File: src/sv/rrop_pkg.sv
// shared types and constants for the relay-reply option parser
// no dependencies; used by every module of the block
package rrop_pkg;

   // fixed layout of the relay-reply payload
   localparam int HDR_LEN         = 34;
   localparam int TYPE_RELAY_REPL = 13;
   localparam int CODE_RELAY_MSG  = 9;
   localparam int CODE_IFACE_ID   = 18;
   localparam int PEER_START      = 18;
   localparam int LINK_START      = 2;
   localparam int OUT_NAME        = 16;

   // bytes after this many are ignored, last_byte still ends the payload
   localparam int MAX_PAYLOAD = 65535;

   localparam int NAME_BYTES_DEFAULT = 16;

   typedef enum logic [1:0] {
      STATUS_OK       = 2'd0,
      STATUS_HEADER   = 2'd1,
      STATUS_OVERSIZE = 2'd2,
      STATUS_MISSING  = 2'd3
   } status_type;

   // one input beat
   typedef struct packed {
      logic [7:0] payload_byte;
      logic       last_byte;
   } beat_type;

   // one result beat
   typedef struct packed {
      status_type  status;
      logic [15:0] inner_offset;
      logic [15:0] inner_length;
      logic [63:0] peer_high;
      logic [63:0] peer_low;
      logic [63:0] name_high;
      logic [63:0] name_low;
   } result_type;

endpackage

File: src/sv/rrop_in_stage.sv
// input register for the relay-reply option parser
// depends on rrop_pkg for the beat type
module rrop_in_stage (
   input  logic               clock,
   input  logic               reset,
   input  logic               req_valid,
   output logic               req_stall,
   input  logic [7:0]         req_payload_byte,
   input  logic               req_last_byte,
   input  logic               advance,
   output logic               held_valid,
   output rrop_pkg::beat_type held_beat
);

   logic               valid_ff;
   rrop_pkg::beat_type beat_ff;
   logic               accept;

   assign req_stall = valid_ff && !advance;
   assign accept    = req_valid && !req_stall;

   always_ff @(posedge clock) begin
      if (reset) begin
         valid_ff <= 1'b0;
      end else if (accept) begin
         valid_ff <= 1'b1;
      end else if (advance) begin
         valid_ff <= 1'b0;
      end
   end

   always_ff @(posedge clock) begin
      if (accept) begin
         beat_ff.payload_byte <= req_payload_byte;
         beat_ff.last_byte    <= req_last_byte;
      end
   end

   assign held_valid = valid_ff;
   assign held_beat  = beat_ff;

endmodule

File: src/sv/rrop_parser.sv
// per-byte parse state and result computation of the relay-reply parser
// depends on rrop_pkg for layout constants, beat and result types
module rrop_parser #(
   parameter int NAME_BYTES = rrop_pkg::NAME_BYTES_DEFAULT
) (
   input  logic                 clock,
   input  logic                 reset,
   input  logic                 take,
   input  rrop_pkg::beat_type   beat,
   output rrop_pkg::result_type result
);

   // only the first bytes of the name ever reach the result
   localparam int NAME_STORE = (NAME_BYTES < rrop_pkg::OUT_NAME) ?
                               NAME_BYTES : rrop_pkg::OUT_NAME;

   typedef enum logic [2:0] {
      PH_HEADER = 3'd0,
      PH_OPTHDR = 3'd1,
      PH_PEND   = 3'd2,
      PH_DATA   = 3'd3,
      PH_STOP   = 3'd4
   } phase_type;

   logic [15:0] pos_ff,   pos_in,   nx_pos;
   phase_type   phase_ff, phase_in, nx_phase;
   logic        bad_ff,   bad_in,   nx_bad;
   logic [63:0] peer_ff   [2];
   logic [63:0] peer_in   [2];
   logic [63:0] nx_peer   [2];
   logic [7:0]  name_ff   [NAME_STORE];
   logic [7:0]  name_in   [NAME_STORE];
   logic [7:0]  nx_name   [NAME_STORE];
   logic [15:0] code_ff,  code_in,  nx_code;
   logic [15:0] len_ff,   len_in,   nx_len;
   logic [15:0] left_ff,  left_in,  nx_left;
   logic [15:0] roff_ff,  roff_in,  nx_roff;
   logic [15:0] rlen_ff,  rlen_in,  nx_rlen;
   logic        stop_ff,  stop_in,  nx_stop;
   logic        over_ff,  over_in,  nx_over;
   logic [1:0]  hcnt_ff,  hcnt_in,  nx_hcnt;
   logic        finish;

   assign finish = take && beat.last_byte;

   // state after this byte, before the end-of-payload return to reset
   always_comb begin
      logic [7:0]  b;
      logic [15:0] idx;
      logic [3:0]  k;
      nx_pos   = pos_ff;
      nx_phase = phase_ff;
      nx_bad   = bad_ff;
      nx_peer  = peer_ff;
      nx_name  = name_ff;
      nx_code  = code_ff;
      nx_len   = len_ff;
      nx_left  = left_ff;
      nx_roff  = roff_ff;
      nx_rlen  = rlen_ff;
      nx_stop  = stop_ff;
      nx_over  = over_ff;
      nx_hcnt  = hcnt_ff;
      b   = beat.payload_byte;
      idx = len_ff - left_ff;
      k   = 4'(pos_ff - 16'(rrop_pkg::PEER_START));
      if (take && (pos_ff < 16'(rrop_pkg::MAX_PAYLOAD))) begin
         if (phase_ff == PH_HEADER) begin
            if (pos_ff == 16'd0) begin
               if (b != 8'(rrop_pkg::TYPE_RELAY_REPL)) nx_bad = 1'b1;
            end else if (pos_ff >= 16'(rrop_pkg::LINK_START) &&
                         pos_ff < 16'(rrop_pkg::PEER_START)) begin
               if (b != 8'd0) nx_bad = 1'b1;
            end else if (pos_ff >= 16'(rrop_pkg::PEER_START) &&
                         pos_ff < 16'(rrop_pkg::HDR_LEN)) begin
               nx_peer[k[3]] = {peer_ff[k[3]][55:0], b};
            end
            if (pos_ff == 16'(rrop_pkg::HDR_LEN - 1)) begin
               nx_phase = PH_OPTHDR;
               nx_hcnt  = 2'd0;
            end
         end else if (phase_ff != PH_STOP) begin
            // option header complete: commit it on the first byte after
            if (nx_phase == PH_PEND) begin
               if (code_ff == 16'd0) begin
                  nx_stop  = 1'b1;
                  nx_phase = PH_STOP;
               end else if (code_ff == 16'(rrop_pkg::CODE_IFACE_ID) &&
                            len_ff > 16'(NAME_BYTES)) begin
                  nx_over  = 1'b1;
                  nx_stop  = 1'b1;
                  nx_phase = PH_STOP;
               end else begin
                  if (code_ff == 16'(rrop_pkg::CODE_IFACE_ID)) begin
                     for (int i = 0; i < NAME_STORE; i++) nx_name[i] = 8'd0;
                  end else if (code_ff == 16'(rrop_pkg::CODE_RELAY_MSG)) begin
                     nx_roff = pos_ff;
                     nx_rlen = len_ff;
                  end
                  nx_left = len_ff;
                  idx     = 16'd0;
                  if (len_ff == 16'd0) begin
                     nx_phase = PH_OPTHDR;
                     nx_hcnt  = 2'd0;
                  end else begin
                     nx_phase = PH_DATA;
                  end
               end
            end
            if (nx_phase == PH_DATA) begin
               if (nx_code == 16'(rrop_pkg::CODE_IFACE_ID)) begin
                  for (int i = 0; i < NAME_STORE; i++) begin
                     if (idx == 16'(i)) nx_name[i] = b;
                  end
               end
               nx_left = nx_left - 16'd1;
               if (nx_left == 16'd0) begin
                  nx_phase = PH_OPTHDR;
                  nx_hcnt  = 2'd0;
               end
            end else if (nx_phase == PH_OPTHDR) begin
               unique case (nx_hcnt)
                  2'd0: nx_code = {b, 8'h00};
                  2'd1: nx_code = nx_code | {8'h00, b};
                  2'd2: nx_len  = {b, 8'h00};
                  2'd3: nx_len  = nx_len | {8'h00, b};
                  default: nx_len = nx_len;
               endcase
               nx_hcnt = nx_hcnt + 2'd1;
               if (nx_hcnt == 2'd0) nx_phase = PH_PEND;
            end
         end
         nx_pos = pos_ff + 16'd1;
      end
   end

   // result from the updated state
   always_comb begin
      logic [7:0]  pad [rrop_pkg::OUT_NAME];
      logic [15:0] rest;
      rrop_pkg::status_type st;
      for (int i = 0; i < rrop_pkg::OUT_NAME; i++) pad[i] = 8'd0;
      for (int i = 0; i < NAME_STORE; i++) pad[i] = nx_name[i];
      rest = nx_pos - nx_roff;
      if (nx_bad || nx_pos < 16'(rrop_pkg::HDR_LEN)) begin
         st = rrop_pkg::STATUS_HEADER;
      end else if (nx_over) begin
         st = rrop_pkg::STATUS_OVERSIZE;
      end else if (nx_roff == 16'd0 || pad[0] == 8'd0) begin
         st = rrop_pkg::STATUS_MISSING;
      end else begin
         st = rrop_pkg::STATUS_OK;
      end
      result = '0;
      result.status = st;
      if (st == rrop_pkg::STATUS_OK) begin
         result.inner_offset = nx_roff;
         result.inner_length = (nx_rlen < rest) ? nx_rlen : rest;
         result.peer_high    = nx_peer[0];
         result.peer_low     = nx_peer[1];
         for (int i = 0; i < 8; i++) begin
            result.name_high[63 - 8*i -: 8] = pad[i];
            result.name_low[63 - 8*i -: 8]  = pad[i + 8];
         end
      end
   end

   // end of payload puts everything back to the reset state
   always_comb begin
      if (finish) begin
         pos_in   = 16'd0;
         phase_in = PH_HEADER;
         bad_in   = 1'b0;
         peer_in  = '{64'd0, 64'd0};
         for (int i = 0; i < NAME_STORE; i++) name_in[i] = 8'd0;
         code_in  = 16'd0;
         len_in   = 16'd0;
         left_in  = 16'd0;
         roff_in  = 16'd0;
         rlen_in  = 16'd0;
         stop_in  = 1'b0;
         over_in  = 1'b0;
         hcnt_in  = 2'd0;
      end else begin
         pos_in   = nx_pos;
         phase_in = nx_phase;
         bad_in   = nx_bad;
         peer_in  = nx_peer;
         name_in  = nx_name;
         code_in  = nx_code;
         len_in   = nx_len;
         left_in  = nx_left;
         roff_in  = nx_roff;
         rlen_in  = nx_rlen;
         stop_in  = nx_stop;
         over_in  = nx_over;
         hcnt_in  = nx_hcnt;
      end
   end

   always_ff @(posedge clock) begin
      if (reset) begin
         pos_ff   <= 16'd0;
         phase_ff <= PH_HEADER;
         bad_ff   <= 1'b0;
         peer_ff  <= '{64'd0, 64'd0};
         for (int i = 0; i < NAME_STORE; i++) name_ff[i] <= 8'd0;
         code_ff  <= 16'd0;
         len_ff   <= 16'd0;
         left_ff  <= 16'd0;
         roff_ff  <= 16'd0;
         rlen_ff  <= 16'd0;
         stop_ff  <= 1'b0;
         over_ff  <= 1'b0;
         hcnt_ff  <= 2'd0;
      end else begin
         pos_ff   <= pos_in;
         phase_ff <= phase_in;
         bad_ff   <= bad_in;
         peer_ff  <= peer_in;
         name_ff  <= name_in;
         code_ff  <= code_in;
         len_ff   <= len_in;
         left_ff  <= left_in;
         roff_ff  <= roff_in;
         rlen_ff  <= rlen_in;
         stop_ff  <= stop_in;
         over_ff  <= over_in;
         hcnt_ff  <= hcnt_in;
      end
   end

endmodule

File: src/sv/rrop_out_stage.sv
// result register of the relay-reply option parser
// depends on rrop_pkg for the result type
module rrop_out_stage (
   input  logic                 clock,
   input  logic                 reset,
   input  logic                 load,
   input  rrop_pkg::result_type result,
   output logic                 rsp_valid,
   input  logic                 rsp_stall,
   output rrop_pkg::result_type held
);

   logic                 valid_ff;
   rrop_pkg::result_type result_ff;

   always_ff @(posedge clock) begin
      if (reset) begin
         valid_ff <= 1'b0;
      end else if (load) begin
         valid_ff <= 1'b1;
      end else if (!rsp_stall) begin
         valid_ff <= 1'b0;
      end
   end

   always_ff @(posedge clock) begin
      if (load) begin
         result_ff <= result;
      end
   end

   assign rsp_valid = valid_ff;
   assign held      = result_ff;

endmodule

File: src/sv/relay_reply_option_parser.sv
// top level of the relay-reply option parser
// depends on rrop_pkg, rrop_in_stage, rrop_parser and rrop_out_stage
//
// usage
//   req channel: one payload byte per beat, req_last_byte on the final byte.
//   rsp channel: one result beat per payload, issued for its last byte:
//     status, inner_offset/inner_length, peer address, interface name.
//   both channels: a beat moves when valid is high and stall is low.
// path: a last byte's beat is held in the input register, then parsed into
//   the result register, which drives rsp.
// throughput: one byte per cycle while no last byte waits on a stalled rsp,
//   set by the per-byte state update between the input and result registers.
// stall: while rsp is stalled with a result held, bytes that are not last
//   keep flowing; a last byte waits in the input register and req_stall
//   goes high until the held result is taken.
// reset: synchronous; clears both stage valids and returns the parser to
//   its header phase with all capture state zero. the parser also returns
//   to that state after every last byte.
module relay_reply_option_parser #(
   parameter int NAME_BYTES = rrop_pkg::NAME_BYTES_DEFAULT
) (
   input  logic        clock,
   input  logic        reset,
   input  logic        req_valid,
   output logic        req_stall,
   input  logic [7:0]  req_payload_byte,
   input  logic        req_last_byte,
   output logic        rsp_valid,
   input  logic        rsp_stall,
   output logic [1:0]  rsp_status,
   output logic [15:0] rsp_inner_offset,
   output logic [15:0] rsp_inner_length,
   output logic [63:0] rsp_peer_high,
   output logic [63:0] rsp_peer_low,
   output logic [63:0] rsp_name_high,
   output logic [63:0] rsp_name_low
);

   logic                 held_valid;
   rrop_pkg::beat_type   held_beat;
   logic                 advance;
   logic                 out_free;
   rrop_pkg::result_type result;
   rrop_pkg::result_type rsp_held;

   // result register can take a new beat this cycle
   assign out_free = !rsp_valid || !rsp_stall;
   // a byte that ends the payload needs room for its result
   assign advance  = held_valid && (!held_beat.last_byte || out_free);

   rrop_in_stage u_in_stage (
      .clock            (clock),
      .reset            (reset),
      .req_valid        (req_valid),
      .req_stall        (req_stall),
      .req_payload_byte (req_payload_byte),
      .req_last_byte    (req_last_byte),
      .advance          (advance),
      .held_valid       (held_valid),
      .held_beat        (held_beat)
   );

   rrop_parser #(
      .NAME_BYTES (NAME_BYTES)
   ) u_parser (
      .clock  (clock),
      .reset  (reset),
      .take   (advance),
      .beat   (held_beat),
      .result (result)
   );

   rrop_out_stage u_out_stage (
      .clock     (clock),
      .reset     (reset),
      .load      (advance && held_beat.last_byte),
      .result    (result),
      .rsp_valid (rsp_valid),
      .rsp_stall (rsp_stall),
      .held      (rsp_held)
   );

   assign rsp_status       = rsp_held.status;
   assign rsp_inner_offset = rsp_held.inner_offset;
   assign rsp_inner_length = rsp_held.inner_length;
   assign rsp_peer_high    = rsp_held.peer_high;
   assign rsp_peer_low     = rsp_held.peer_low;
   assign rsp_name_high    = rsp_held.name_high;
   assign rsp_name_low     = rsp_held.name_low;

endmodule
File: config.mk
export PLATFORM = sky130hd
export DESIGN_NAME = relay_reply_option_parser
export DESIGN_NICKNAME = d
export VERILOG_FILES = /design/src/sv/rrop_pkg.sv /design/src/sv/rrop_in_stage.sv /design/src/sv/rrop_parser.sv /design/src/sv/rrop_out_stage.sv /design/src/sv/relay_reply_option_parser.sv
export SDC_FILE = /design/constraint.sdc
export NUM_CORES = 1
export LEC_CHECK = 0
export BUFFER_PORTS_ARGS = -buffer_cell sky130_fd_sc_hd__buf_4
export CAP_MARGIN = 30
export CORE_ASPECT_RATIO = 1.1
export CORE_UTILIZATION = 50
export CTS_BUF_LIST = sky130_fd_sc_hd__clkbuf_4
export CTS_CLUSTER_SIZE = 14
export DETAILED_ROUTE_END_ITERATION = 7
export GPL_TIMING_DRIVEN = 0
export PLACE_DENSITY = 0.7
export SYNTH_ARGS = -nofsm -noshare
export SYNTH_HDL_FRONTEND = slang
export SYNTH_SLANG_ARGS = --single-unit
File: constraint.sdc
create_clock -name clock -period 24.4 [get_ports clock]
set_input_delay 2.44 -clock clock [delete_from_list [all_inputs] [get_ports clock]]
set_output_delay 2.44 -clock clock [all_outputs]
set_load 0.02 [all_outputs]
==> results of run 1 <==
Yosys cell counts, types with 5 or more instances:
cell type / number
a211oi_1: 16
a21o_1: 14
a21oi_1: 190
a22oi_1: 27
a31oi_1: 9
a41oi_1: 7
and2_0: 6
and2_1: 34
and3_1: 11
buf_1: 9
buf_2: 36
buf_4: 13
clkbuf_1: 106
dfxtp_1: 361
edfxtp_1: 299
ha_1: 54
inv_1: 60
mux2_2: 26
mux2i_1: 162
nand2_1: 169
nand2b_1: 16
nand3_1: 43
nand4_1: 20
nor2_1: 730
nor2b_1: 18
nor3_1: 37
nor3_2: 6
nor4_1: 22
nor4_2: 6
nor4_4: 5
nor4b_1: 6
o211ai_1: 6
o21a_1: 13
o21ai_0: 49
o21ai_1: 10
o31ai_1: 11
or3_1: 8
xnor2_1: 26
xor2_1: 17
per-stage QoR:
step | TNS (ns) | instance area, um^2 | worst slack, ns
finish | 0 | 33590 | 15.26
global route | 0 | 33590 | 14.68
CTS | 0 | 33570 | 15.36
detailed placement | 0 | 31310 | 14.31
global placement | -267.34 | 31010 | -1.423
floorplan | 0 | 27810 | 5.783
flip-flops by register name (all words and copies together) (netlist names), 3 cells and up:
signal	flops
u_parser.len_ff	16
u_parser.rlen_ff	16
u_out_stage.held	290
u_parser.roff_ff	16
u_parser.pos_ff	16
u_parser.name_ff	128
u_parser.code_ff	16
u_parser.phase_ff	3
u_in_stage.held_beat	9
u_parser.left_ff	16
u_parser.peer_ff	128
cells by family after synthesis:
family / count (synthesis) / share of synthesized area, %
AO/OA/AOI/OAI: 406 / 9.223
XOR/XNOR: 43 / 1.354
adder cells (fa/ha/maj): 56 / 2.573
buffers and inverters: 225 / 3.379
flip-flops: 660 / 58.27
multiplexers: 188 / 6.884
AND/OR/NAND/NOR: 1158 / 18.32
critical path, delay by kind of cell:
| kind | cells | cell delay (ns) |
|---|---|---|
| adders and majority gates | 3 | 0.92 |
| xor gates and xnor gates | 1 | 0.19 |
| and+or+nand+nor | 10 | 2.14 |
| AOI/OAI and AO/OA | 9 | 2.05 |
| buffers and inverters | 8 | 2.14 |
power by group through the flow:
stage	clock (mW)	combinational [mW]	sequential [mW]
2_1_floorplan	0	0.0327	1.20
3_3_place_gp	0	0.0654	1.20
3_5_place_dp	0	0.0711	1.18
4_1_cts	1.00	0.0713	1.16
5_1_grt	1.06	0.0761	1.16
6_report	0.983	0.0722	1.16
how the worst max path moves through the flow:
stage | end | slack (ns) | start | depth (start not counted)
after floorplan | u_parser.name_ff[16] | 5.78 | rsp_stall | 6
after global placement | u_parser.left_ff[5] | -1.42 | rsp_stall | 7
after detailed placement | u_out_stage.held[267] | 14.31 | rsp_stall | 31
after CTS | u_out_stage.held[267] | 15.36 | rsp_stall | 31
after global routing | u_out_stage.held[267] | 14.68 | rsp_stall | 31
final | u_out_stage.held[269] | 15.26 | rsp_stall | 31
routing by layer:
layer	up-vias	global-route usage, %	part of all wire (%)
met5	-	0	0
met4	0	11.66	3.3
met3	178	6.770	7.6
met2	1000	46.46	48
met1	10940	37.02	41
li1	10590	-	-
area by class of cell:
cell class,instances,share of cell area [%]
timing repair buffer,318,7.644
clock buffer,260,5.811
buffer,165,2.127
inverter,60,0.6705
multi-input combinational,1851,31.79
clock inverter,46,0.9275
sequential,660,48.25
tap,736,2.742
antenna,6,0.04470
==> flow_summary.json, run 1 <==
{
  "status": "finished clean",
  "synth_area_leader_cell": "edfxtp_1",
  "ir_drop_uv": 36.02,
  "drt_iter0_drc": 2230,
  "insertion_delay_ns": 1.04,
  "h-tree-depth": 4,
  "antenna_left": 0,
  "grt_max_degree": 34,
  "total_power_mw": 2.214,
  "rsz0062_at_grt": "no",
  "netlist_instances": 2736,
  "end_kind": "flop",
  "gp_congestion": 0.9099,
  "slew_viol_final": 0,
  "cp.required_ns": 25.14,
  "fp-row-count": 90,
  "ios": 305,
  "critPathSlowestCell": "buf_1",
  "grt_pass1_wl_um": 123100,
  "finalNetCount": 3291,
  "switchingPower_mw": 0.5191,
  "fillers": 4667,
  "instances_no_fill": 4102,
  "start_kind": "input pin",
  "cts_root_buffer": "clkbuf_4",
  "numCtsBuffers": 166,
  "skew_ns": 0.06258,
  "drive_gt1_share_pct": 21.22,
  "clock_sinks": 660,
  "vias": 22700,
  "maxSlewHeadroom_pct": 27.68,
  "hold_end": "u_parser.left_ff[13]",
  "cp.arrival_ns": 9.88,
  "yosysTopAreaCellShare_pct": 32.29,
  "routed_wl_um": 82210,
  "setup-violations-final": 0,
  "synth_flop_cell": "dfxtp_1",
  "cap_violations": 0,
  "path_class": "in2reg",
  "multi_input_area_um2": 10680,
  "grt_use_total_pct": 28.78,
  "switching_share_pct": 23.44,
  "grt_pass1_vias": 21890,
  "reg2reg_from": "u_parser.pos_ff[8]",
  "cellPowerDensity_nw_per_um2": 65.92,
  "r2r_setup_slack_ns": 15.85,
  "area_growth_pct": 20.78,
  "antenna_found_initial": 2,
  "die_h_um": 249.4,
  "min-delay-path-class": "reg2reg",
  "crit_fanout": 10,
  "mostFrequentLayoutCell": "nor2_1",
  "hpwlAfterDp_um": 60090,
  "reg2reg_to": "u_out_stage.held[269]",
  "synth-async-reset-ratio_pct": 0,
  "core_um2": 54950,
  "seq_area_frac_synth_pct": 58.27,
  "routedWlPerCell_um": 20.04,
  "finalCriticalPeriod_ns": 9.143,
  "register_area_um2": 16210,
  "firstDrtPassIters": 6,
  "portBuffers": 304,
  "hold_viol_final": 0,
  "synth.area.top_cells": "edfxtp_1 32%, dfxtp_1 26%, nor2_1 9.9%, mux2i_1 5.8%, a21oi_1 3.4%",
  "cts_hold_buf": 0,
  "final_core_util_pct": 61.12,
  "whs_ns": 0.4564,
  "start_util_pct": 50.61,
  "cts_buffer_depth": 3,
  "power_frac_clock_pct": 44.4,
  "clkTransAtPathRegs_ns": 0.06,
  "final_cell_mix": "730 x nor2_1, 361 x dfxtp_1, 317 x buf_4",
  "drc": 0,
  "ys_warn_count": 0,
  "internal_power_mw": 1.695,
  "die-area_um2": 56570,
  "post_cts_resized": 0,
  "grt-ovfl-total": 0,
  "ys_ff_latch": 660,
  "min-delay-start": "u_parser.left_ff[13]",
  "syn_area_per_cell_um2": 10.16,
  "syn_nets": 2805,
  "synth_cell_types": 85,
  "netlist_area_um2": 27810,
  "leakage_nw": 13.28,
  "cts_tree": "yes",
  "post_cts_buffers": 0,
  "holdPathStages": 2,
  "r2r_cells": 31,
  "timing.final.crit_share_pct": 37.47,
  "worst_path_largest_cell_delay_ns": 0.56,
  "die_w_um": 226.9,
  "dp_cells": 3790,
  "fmax_ghz": 0.1094,
  "combPwrFrac_pct": 3.3,
  "vias_per_cell": 5.534,
  "synth-edff-count": 299,
  "worst_pin_slew_ns": 1.085,
  "seq_power_share_pct": 52.4
}
(Power assumes the default switching activity.)
==> run 2, diff against run 1 <==
==> constraint.sdc (replaced) <==
create_clock -name clock -period 9.12 [get_ports clock]
set_input_delay 0.912 -clock clock [delete_from_list [all_inputs] [get_ports clock]]
set_output_delay 0.912 -clock clock [all_outputs]
set_load 0.02 [all_outputs]
==> run 2 against run 1 <==
- sequential share of layout area rose by 0.11 points
- clock skew fell by 0.0054 ns
- combinational power grew to 2.6 times the previous value
- wire length shrank 0.98%
- non-clock buffer count rose by 5
- clock-buffer cell count is 15 lower
==> flow_summary.json, run 2 (synthesis results as in run 1) <==
{
  "grt_max_degree": 36,
  "post_cts_buffers": 0,
  "drt_iter0_drc": 1920,
  "cts_root_buffer": "clkbuf_4",
  "cp_top_family": "compound AO/OA/AOI/OAI gates",
  "vias": 22580,
  "fillers": 4686,
  "worst_path_largest_cell_delay_ns": 0.48,
  "setup_ws_ns": 0.7078,
  "cellPowerDensity_nw_per_um2": 174.2,
  "slew_viol_final": 0,
  "finalInstanceArea_um2": 33510,
  "rsz0062_at_grt": "no",
  "cap_violations": 0,
  "hold_viol_final": 0,
  "clock_sinks": 660,
  "grt-ovfl-total": 0,
  "dp_slack_ns": 0.5907,
  "whs_ns": 0.1103,
  "skew_ns": 0.05720,
  "path_class": "reg2reg",
  "grt_use_total_pct": 28.66,
  "insertion_delay_ns": 1.02,
  "grt_pass1_wl_um": 122600,
  "cts_buffer_depth": 3,
  "die_h_um": 249.4,
  "instances_no_fill": 4095,
  "largest_reg_flops": 290,
  "finalCriticalPeriod_ns": 8.412,
  "clkTransAtPathRegs_ns": 0.08,
  "drive_gt1_share_pct": 20.82,
  "worst_pin_slew_ns": 1.059,
  "status": "finished clean",
  "cts_tree": "yes",
  "cp.arrival_ns": 9.18,
  "dp_cells": 3787,
  "mostFrequentLayoutCell": "nor2_1",
  "fmax_ghz": 0.1189,
  "vias_per_cell": 5.515,
  "crit_buf_inv": 6,
  "die-area_um2": 56570,
  "placed_area_um2": 31250,
  "grt_pass1_vias": 22010,
  "ios": 305,
  "numCtsBuffers": 162,
  "routedWlPerCell_um": 19.88,
  "core_um2": 54950,
  "maxSlewHeadroom_pct": 29.41,
  "start_util_pct": 50.61,
  "end_kind": "flop",
  "gp_congestion": 0.9302,
  "final_cell_mix": "730 x nor2_1, 361 x dfxtp_1, 317 x buf_4",
  "drc": 0,
  "antenna_found_initial": 1,
  "timing.final.crit_share_pct": 92.24,
  "leakage_nw": 13.23,
  "routed_wl_um": 81410,
  "area_growth_pct": 20.50,
  "portBuffers": 304,
  "antenna_left": 0,
  "die_w_um": 226.9,
  "fp-row-count": 90,
  "cp.required_ns": 9.89,
  "firstDrtPassIters": 8,
  "crit_fanout": 10,
  "setup-violations-final": 0,
  "min-delay-path-class": "in2reg",
  "hpwlAfterDp_um": 59200,
  "h-tree-depth": 4,
  "critPathSlowestCell": "clkbuf_1",
  "finalNetCount": 3292,
  "ir_drop_uv": 108.2,
  "start_kind": "flop"
}
## run 2: cell types whose count changed in the layout (fill, tap and decap cells not counted), sizes merged, moves of 2 or more
cell	change
clkbuf	-14
clkinv	+7
dlygate4sd3	+7
diode	-5
buf	-3
clkinvlp	+2
## run 2: per-layer routing
layer / global-route usage, % / vias up / routed length, um
li1: - / 10570 / -
met1: 36.79 / 10860 / 34040
met2: 46.65 / 971 / 38920
met3: 5.933 / 178 / 5740
met4: 12.20 / 0 / 2702
met5: 0 / - / 0
## run 2: power breakdown
group | leakage [nW] | switching [mW] | internal [mW]
clock | 1.29 | 1.22 | 1.33
combinational | 5.79 | 0.141 | 0.0492
sequential | 6.15 | 0.00950 | 3.09
total | 13.2 | 1.37 | 4.47
## run 2: path summary, 6_finish.rpt
path / slack (ns) / end / start / cells after the start
min reg2reg: 0.47 / u_parser.left_ff[13] / u_parser.left_ff[13] / 2
min: 0.11 / u_in_stage.held_beat[1] / req_payload_byte[0] / 1
max: 0.71 / u_out_stage.held[258] / u_parser.pos_ff[8] / 31
max reg2reg: 0.71 / u_out_stage.held[258] / u_parser.pos_ff[8] / 31
## run 2: cell type report
type	count	area, um^2	share of cell area, %
tap	736	920.9	2.748
inverter	60	225.2	0.6721
sequential	660	16210	48.36
timing repair buffer	323	2587	7.721
clock buffer	245	1839	5.489
multi-input combinational	1851	10680	31.86
antenna	1	2.502	0.007467
buffer	165	715.7	2.136
clock inverter	54	337.8	1.008
## run 2: repair_timing
action	CTS	global route
gates resized for setup	0	1
hold endpoints to repair	7	0
hold buffers	7	0
endpoints found under the setup margin	0	10
## run 2: through the flow
| step | util, % | total power [mW] | setup TNS (ns) |
|---|---|---|---|
| 3_3_place_gp | 56.46 | 3.352 | -116.07 |
| 3_5_place_dp | 56.86 | 3.353 | 0 |
| 2_1_floorplan | - | 3.273 | 0 |
| 5_1_grt | 60.98 | 6.044 | 0 |
| 6_report | 60.98 | 5.839 | 0 |
| 4_1_cts | 60.95 | 5.883 | 0 |
## run 2: worst register-to-register path: cells and delay by family, from the launching register on
family / cells / cell delay (ns)
buffers and inverters: 6 / 2.17
AND/OR/NAND/NOR: 11 / 2.24
XOR/XNOR: 1 / 0.12
adder cells (fa/ha/maj): 2 / 0.67
flip-flops: 1 / 0.31
AO/OA/AOI/OAI: 11 / 2.71
==> run 3, diff against run 2 <==
--- a/config.mk
+++ b/config.mk
@@ -5,15 +5,15 @@
 export SDC_FILE = /design/constraint.sdc
 export NUM_CORES = 1
 export LEC_CHECK = 0
-export BUFFER_PORTS_ARGS = -buffer_cell sky130_fd_sc_hd__buf_4
 export CAP_MARGIN = 30
 export CORE_ASPECT_RATIO = 1.1
 export CORE_UTILIZATION = 50
 export CTS_BUF_LIST = sky130_fd_sc_hd__clkbuf_4
 export CTS_CLUSTER_SIZE = 14
 export DETAILED_ROUTE_END_ITERATION = 7
-export GPL_TIMING_DRIVEN = 0
-export PLACE_DENSITY = 0.7
+export DONT_BUFFER_PORTS = 1
+export GPL_TIMING_DRIVEN = 1
+export PLACE_DENSITY = 0.65
 export SYNTH_ARGS = -nofsm -noshare
 export SYNTH_HDL_FRONTEND = slang
 export SYNTH_SLANG_ARGS = --single-unit
==> run 3 against run 2 <==
- sequential share of layout area increased by 4.3 points
- worst setup slack improved by 1.1 ns
- hold slack improved by 0.022 ns
- critical path type unchanged
- critical path depth decreased by 4
- clock skew increased by 0.022 ns
- sequential power about the same
- cell count decreased by 11%
- fmax increased by 14%
- utilization decreased by 5.0 points
- clock power about the same
- register-to-register slack improved by 1.1 ns
- critical endpoint is now u_out_stage.held[267]
- non-clock buffer count decreased by 445
==> flow_summary.json, run 3 (synthesis results as in run 1) <==
{
  "drc": 0,
  "ios": 305,
  "cts_hold_buf": 11,
  "cp.arrival_ns": 8.10,
  "slew_viol_final": 0,
  "antenna_left": 0,
  "register_area_um2": 16210,
  "end_kind": "flop",
  "hpwlAfterDp_um": 46980,
  "die_w_um": 226.9,
  "routedWlPerCell_um": 19.82,
  "r2r_setup_slack_ns": 1.76,
  "min-delay-path-class": "in2reg",
  "cts_root_buffer": "clkbuf_4",
  "post_cts_resized": 0,
  "largest_reg_flops": 290,
  "die-area_um2": 56570,
  "reg2reg_from": "u_parser.pos_ff[5]",
  "area_growth_pct": 10.57,
  "ir_drop_uv": 126.2,
  "multi_input_area_um2": 10730,
  "post_cts_buffers": 0,
  "clock_sinks": 660,
  "start_util_pct": 50.61,
  "firstDrtPassIters": 6,
  "fmax_ghz": 0.1359,
  "core_um2": 54950,
  "drt_iter0_drc": 1666,
  "routed_wl_um": 72500,
  "r2r_cells": 27,
  "crit_end": "u_out_stage.held[267]",
  "numCtsBuffers": 163,
  "grt_pass1_wl_um": 111900,
  "status": "finished clean",
  "start_kind": "flop",
  "cellPowerDensity_nw_per_um2": 187.9,
  "grt_use_total_pct": 25.61,
  "setup-violations-final": 0,
  "fin_tns_setup_ns": 0,
  "reg2reg_to": "u_out_stage.held[267]",
  "portBuffers": 0,
  "cp.required_ns": 9.87,
  "worstSetupStartpoint": "u_parser.pos_ff[5]",
  "path_class": "reg2reg",
  "antenna_found_initial": 1,
  "fp-row-count": 90,
  "mostFrequentLayoutCell": "nor2_1",
  "whs_ns": 0.1323,
  "drive_gt1_share_pct": 12.91,
  "finalNetCount": 2848,
  "h-tree-depth": 4,
  "maxSlewHeadroom_pct": 27.95,
  "finalCriticalPeriod_ns": 7.357,
  "vias_per_cell": 5.579,
  "timing.final.crit_share_pct": 80.67,
  "hold_viol_final": 0,
  "grt_max_degree": 197,
  "grt_pass1_vias": 19710,
  "cap_violations": 0,
  "die_h_um": 249.4,
  "gp_congestion": 0.9167,
  "skew_ns": 0.07918,
  "rsz0062_at_grt": "no",
  "insertion_delay_ns": 0.99,
  "cts_tree": "yes",
  "leakage_nw": 11.47,
  "cts_buffer_depth": 3,
  "final_cell_mix": "728 x nor2_1, 361 x dfxtp_1, 299 x edfxtp_1",
  "fillers": 4941,
  "vias": 20400,
  "crit_fanout": 38,
  "grt-ovfl-total": 0,
  "clkTransAtPathRegs_ns": 0.06,
  "worst_pin_slew_ns": 1.075
}
-- run 3: worst max-delay path: stages (launching register included) --
cell	delay, ns
dfxtp_1	0.54
nand4_2	0.27
nor4_4	0.50
a21oi_2	0.22
nand4_1	0.12
buf_4	0.47
a21oi_1	0.20
inv_1	0.10
ha_1	0.16
inv_1	0.06
fa_1	0.43
a21o_1	0.18
a21o_1	0.19
a21oi_1	0.20
o21ai_0	0.16
a41oi_1	0.29
nor4b_1	0.37
nor2_1	0.11
xnor2_1	0.17
ha_1	0.31
nand4_1	0.13
nor4_1	0.38
o21ai_0	0.19
and3_1	0.30
nand2_1	0.52
buf_4	0.28
nor2_1	0.05
a211oi_1	0.22
-- run 3: per-stage QoR --
step	area (um^2)	util (%)	setup slack [ns]	std cells	power [mW]
floorplan	27820	-	2.113	2736	3.273
global placement	28300	51.50	2.120	3332	3.319
detailed placement	28410	51.70	1.930	3338	3.321
CTS	30720	55.90	1.859	3655	5.852
global route	30750	55.96	1.115	3657	6.023
finish	30750	55.96	1.763	3657	5.778
-- run 3: worst min path at each step --
stage / startpoint / endpoint / slack, ns / cells after the start
floorplan: u_parser.left_ff[13] / u_parser.left_ff[13] / 0.43 / 2
global placement: u_parser.left_ff[13] / u_parser.left_ff[13] / 0.44 / 2
detailed placement: u_parser.left_ff[13] / u_parser.left_ff[13] / 0.45 / 2
CTS: rsp_stall / u_out_stage.rsp_valid / 0.004 / 2
global route: rsp_stall / u_out_stage.rsp_valid / 0.06 / 2
finish: rsp_stall / u_out_stage.rsp_valid / 0.13 / 2
-- run 3: power by group --
part / leakage, nW / switching [mW] / total [mW] / internal, mW
sequential: 6.15 / 0.0226 / 3.12 / 3.09
clock: 1.30 / 1.19 / 2.52 / 1.33
combinational: 4.01 / 0.115 / 0.144 / 0.0292
total: 11.5 / 1.33 / 5.78 / 4.45
-- run 3: area by class of cell --
cell class              count  area share (%)
clock buffers             258           6.299
inverters                  60          0.7324
diodes                      1        0.008138
multi-input cells        1851           34.88
flip-flops and latches    660           52.70
repair buffers             43           1.538
well taps                 736           2.995
clock inverters            48          0.8504
-- run 3: layer usage --
| layer | vias up | routed length [um] | track usage [%] |
|---|---|---|---|
| met1 | 9821 | 30710 | 32.80 |
| met2 | 733 | 34490 | 40.76 |
| li1 | 9718 | - | - |
| met3 | 132 | 5317 | 6.912 |
| met5 | - | 0 | 0 |
| met4 | 0 | 1977 | 10.44 |
